`config.mk`:
```
export PLATFORM = sky130hd
export DESIGN_NAME = ffea_mem
export DESIGN_NICKNAME = d
export VERILOG_FILES = /design/src/rtl/ffea_mem.sv
export SDC_FILE = /design/constraint.sdc
export NUM_CORES = 2
export LEC_CHECK = 0
export BUFFER_PORTS_ARGS = -buffer_cell sky130_fd_sc_hd__buf_2
export CORE_UTILIZATION = 43
export CTS_BUF_LIST = sky130_fd_sc_hd__clkbuf_2 sky130_fd_sc_hd__clkbuf_4 sky130_fd_sc_hd__clkbuf_8
export DETAILED_ROUTE_END_ITERATION = 6
export HOLD_SLACK_MARGIN = 0.02
export SETUP_SLACK_MARGIN = 0.02
export SLEW_MARGIN = 20
export SYNTH_ARGS = -nofsm -noshare
export SYNTH_HDL_FRONTEND = slang
export SYNTH_MEMORY_MAX_BITS = 65536
export SYNTH_SLANG_ARGS = --single-unit
export TNS_END_PERCENT = 5
```
`constraint.sdc`:
```
create_clock -name clk -period 6.9 [get_ports clk]
set_input_delay 0.69 -clock clk [delete_from_list [all_inputs] [get_ports clk]]
set_output_delay 0.69 -clock clk [all_outputs]
set_load 0.02 [all_outputs]
```
`src/rtl/ffea_mem.sv`:
```
`default_nettype none
// ----------------------------------------------------------------------------
// ffea_mem
// Extent table: one synchronous memory of start, length, link and has-next.
// ----------------------------------------------------------------------------
module ffea_mem #(
  parameter int Depth = 64,
  parameter int Aw = 6
) (
  input  wire logic          clk,
  input  wire logic          we,
  input  wire logic [Aw-1:0] waddr,
  input  wire logic [64+Aw:0] wdata,
  input  wire logic [Aw-1:0] raddr,
  output logic      [64+Aw:0] rdata
);
  logic [64+Aw:0] mem [Depth];

  always_ff @(posedge clk) begin
    if (we) begin
      mem[waddr] <= wdata;
    end
    rdata <= mem[raddr];
  end
endmodule
`default_nettype wire
```
==> out/results.tsv <==
metric	value	unit
WP data arrival	2170	ps
sequential element share of the synthesized area	79.80	%
power density normalized to cell area	289.5	nW/um^2
synthesized instance count	7207	
Internal Dissipation	43930	uW
utilization after layout	49.05	%
global placement routability congestion	0.7848	
final net count	8035	
num rows	232	
sum of internal, switching and leakage power	56750	uW
highest-delay cell along the critical path	sky130_fd_sc_hd__dfxtp_1	
aggregate negative setup slack	0	ps
Post-Synth Adder-Cell Area	0	%
Post-Synth XOR/XNOR Area	0	%
required time of the critical path	6210	ps
met3 routed WL	50590	um
half-perimeter wire length after placement	262900	um
Placeable Area	399700	um^2
clock root buffer	sky130_fd_sc_hd__clkbuf_8	
most frequent cells in the layout	4544 x sky130_fd_sc_hd__edfxtp_1, 1136 x sky130_fd_sc_hd__mux4_2, 745 x sky130_fd_sc_hd__clkbuf_8, 284 x sky130_fd_sc_hd__a22oi_1, 263 x sky130_fd_sc_hd__clkbuf_4	
Hold-fix buffers, CTS	0	
DRC Markers	0	
metal1 wirelength	192800	um
top fanout value on the critical path	2	
average wire length per cell after detail routing	36.57	um
clock latency on the worst-skew pair	1280	ps
Met2 Wirelength	245300	um
RSZ-0062 raised after global routing	no	
net switching power	12820	uW
DIE AREA	404300	um^2
CTS HTree Levels	6	
largest net degree at the start of global routing	127	
fraction of layout cells with a size suffix above 1	32.49	%
global-route wire length before repair	695700	um
Clock Skew	100.0	ps
cell breakdown of the critical path	buf_2	
worst hold-check slack	57.85	ps
number of instances resized during post-cts repair	0	
final hold violation count	0	
slew margin rel.	21.95	%
Switching Share	22.59	%
number of maximum-capacitance constraint violations	0	
R2R Setup Slk	4780	ps
# clock sinks	4615	
via count of the first global-routing pass	87029	
achievable clock frequency	0.3496	GHz
Die Span X	635.9	um
dominant combinational cell family by area after synthesis	multiplexers	
Seq cells post-synth	4615	
Simple-Gate Fraction of Synth Area	0.8813	%
Setup Buffers After CTS	0	
number of input and output port buffers inserted	155	
TritonCTS clock tree	done	
Boundary Pins	156	
Reg clk slew, reported paths	70	ps
sequential share of power	55.0	%
post-route minimum period	2860	ps
Fill cells	31551	
leading cell type in the layout, fill and taps excluded	sky130_fd_sc_hd__edfxtp_1	
buffers from clock root to sink, at most	4	
post-route design area	196000	um^2
final setup vio count	0	
GRT Resource Usage Total	24.68	%
Top Family by Delay on Critical Path	flip-flops	
Yosys cell types	30	
Worst Setup Path Type	reg2out	
GRT Residual Overflow	0	
via density per instance	6.210	
post-detailed-route count of antenna-violating nets	0	
Die Height	635.9	um
initial antenna violation count	38	
Inserted Clock Buffers	719	
vias after detailed routing	85830	
routed wire length	505400	um
net count of the mapped netlist	7292	
leakage power of the design	0.06109	uW
portion of total power attributed to the clock network	40.2	%
mux contribution to synthesized area	15.47	%
type of the worst min-delay path	in2reg	
total buffers and inverters traversed by the critical path	1	
starting density of the core	43.22	%
final critical-path share of the clock period	41.45	%
synthesized area per cell	23.97	um^2
pin slew with the least headroom to its limit	1168	ps
run status	finished, final reports clean	
crit end category	output pin	
violation count after the first detailed-route iteration	11584	
highest layer used for signal routing	met5	
P&R area growth vs syn	13.47	%
biggest cell delay along the critical path	640	ps
critical path launch point type	flip-flop	
pins over their slew limit	0	
placed instance area	181200	um^2
Synth Area in Compound Gates	2.719	%
Max rail drop VDD	0.1932	mV
number of iterations in the first detailed-routing pass	5	
fraction of power consumed by combinational cells	4.8	%
Syn Std Cell Area	172800	um^2
total of warnings raised by yosys	0	
[power groups by stage]
stage	logic [uW]	registers, uW	clock network, uW
5_1_grt	2890	31200	24300
4_1_cts	2740	31200	23100
2_1_floorplan	1430	31800	0
3_5_place_dp	2730	31800	0
6_report	2750	31200	22800
3_3_place_gp	2690	31800	0
[stage by stage]
| step | setup slack (ps) | instances |
|---|---|---|
| 3_5_place_dp | 2925 | 12454 |
| 3_3_place_gp | 2933 | 12451 |
| 2_1_floorplan | 281.8 | 7207 |
| 6_report | 4040 | 13821 |
| 5_1_grt | 3984 | 13804 |
| 4_1_cts | 3913 | 13756 |
[synthesized netlist by cell type]
| master | n | share of area [%] |
|---|---|---|
| sky130_fd_sc_hd__nor3_1 | 2 | 0.0058 |
| sky130_fd_sc_hd__buf_4 | 48 | 0.21 |
| sky130_fd_sc_hd__nand3_1 | 125 | 0.36 |
| sky130_fd_sc_hd__clkbuf_1 | 165 | 0.36 |
| sky130_fd_sc_hd__nand3b_1 | 27 | 0.12 |
| sky130_fd_sc_hd__mux4_2 | 1136 | 15 |
| sky130_fd_sc_hd__buf_2 | 152 | 0.44 |
| sky130_fd_sc_hd__or2_2 | 2 | 0.0072 |
| sky130_fd_sc_hd__nand4b_1 | 1 | 0.0051 |
| sky130_fd_sc_hd__a221oi_1 | 1 | 0.0051 |
| sky130_fd_sc_hd__nor2b_1 | 9 | 0.033 |
| sky130_fd_sc_hd__o211a_1 | 71 | 0.41 |
| sky130_fd_sc_hd__mux2i_1 | 114 | 0.66 |
| sky130_fd_sc_hd__dfxtp_1 | 71 | 0.82 |
| sky130_fd_sc_hd__or3b_2 | 2 | 0.010 |
| sky130_fd_sc_hd__and2_0 | 1 | 0.0036 |
| sky130_fd_sc_hd__nand4_1 | 2 | 0.0072 |
| sky130_fd_sc_hd__and2_1 | 2 | 0.0072 |
| sky130_fd_sc_hd__a211oi_1 | 70 | 0.30 |
| sky130_fd_sc_hd__o22ai_1 | 141 | 0.51 |
| sky130_fd_sc_hd__a22oi_1 | 284 | 1.2 |
| sky130_fd_sc_hd__edfxtp_1 | 4544 | 79 |
| sky130_fd_sc_hd__buf_1 | 45 | 0.098 |
| sky130_fd_sc_hd__or3b_1 | 2 | 0.010 |
| sky130_fd_sc_hd__nand2b_1 | 9 | 0.033 |
| sky130_fd_sc_hd__buf_6 | 4 | 0.026 |
| sky130_fd_sc_hd__or3_1 | 3 | 0.011 |
| sky130_fd_sc_hd__nand2_1 | 8 | 0.017 |
| sky130_fd_sc_hd__o221ai_1 | 50 | 0.25 |
| sky130_fd_sc_hd__nor2_1 | 116 | 0.25 |
[final cells by class]
class / count / area, um^2 / share of cell area (%)
clock inverters: 294 / 1993 / 1.017
diodes: 25 / 62.56 / 0.03191
clock buffers: 1008 / 12230 / 6.237
well taps: 5265 / 6588 / 3.360
flip-flops and latches: 4615 / 137900 / 70.33
repair buffers: 436 / 3792 / 1.934
multi-input cells: 2178 / 33510 / 17.09
[flip-flops by register name (all words and copies together) (netlist names)]
name / cells
rdata: 71
mem: 4544
[worst paths after layout]
kind	startpoint	to	cells after the start
worst max register to register	mem[7][33]	rdata[33]	4
worst min-delay path	wdata[5]	mem[8][5]	1
worst min register to register	mem[13][18]	rdata[18]	4
worst max-delay path	rdata[33]	rdata[33]	1
[logic make-up (layout without fill, tap and decap cells)]
group	count (synthesis)	after routing
flip-flops	4615	4615
multiplexers	1250	1250
AO/OA/AOI/OAI	617	617
buffers and inverters	414	1738
AND/OR/NAND/NOR	311	311
other	0	25
[per-layer routing]
layer  vias up  track usage, %
met2      5007           40.21
met5         -               0
met3       889           5.188
met4        10           7.411
li1      32993               -
met1     46931           33.64
(Power assumes the default switching activity.)
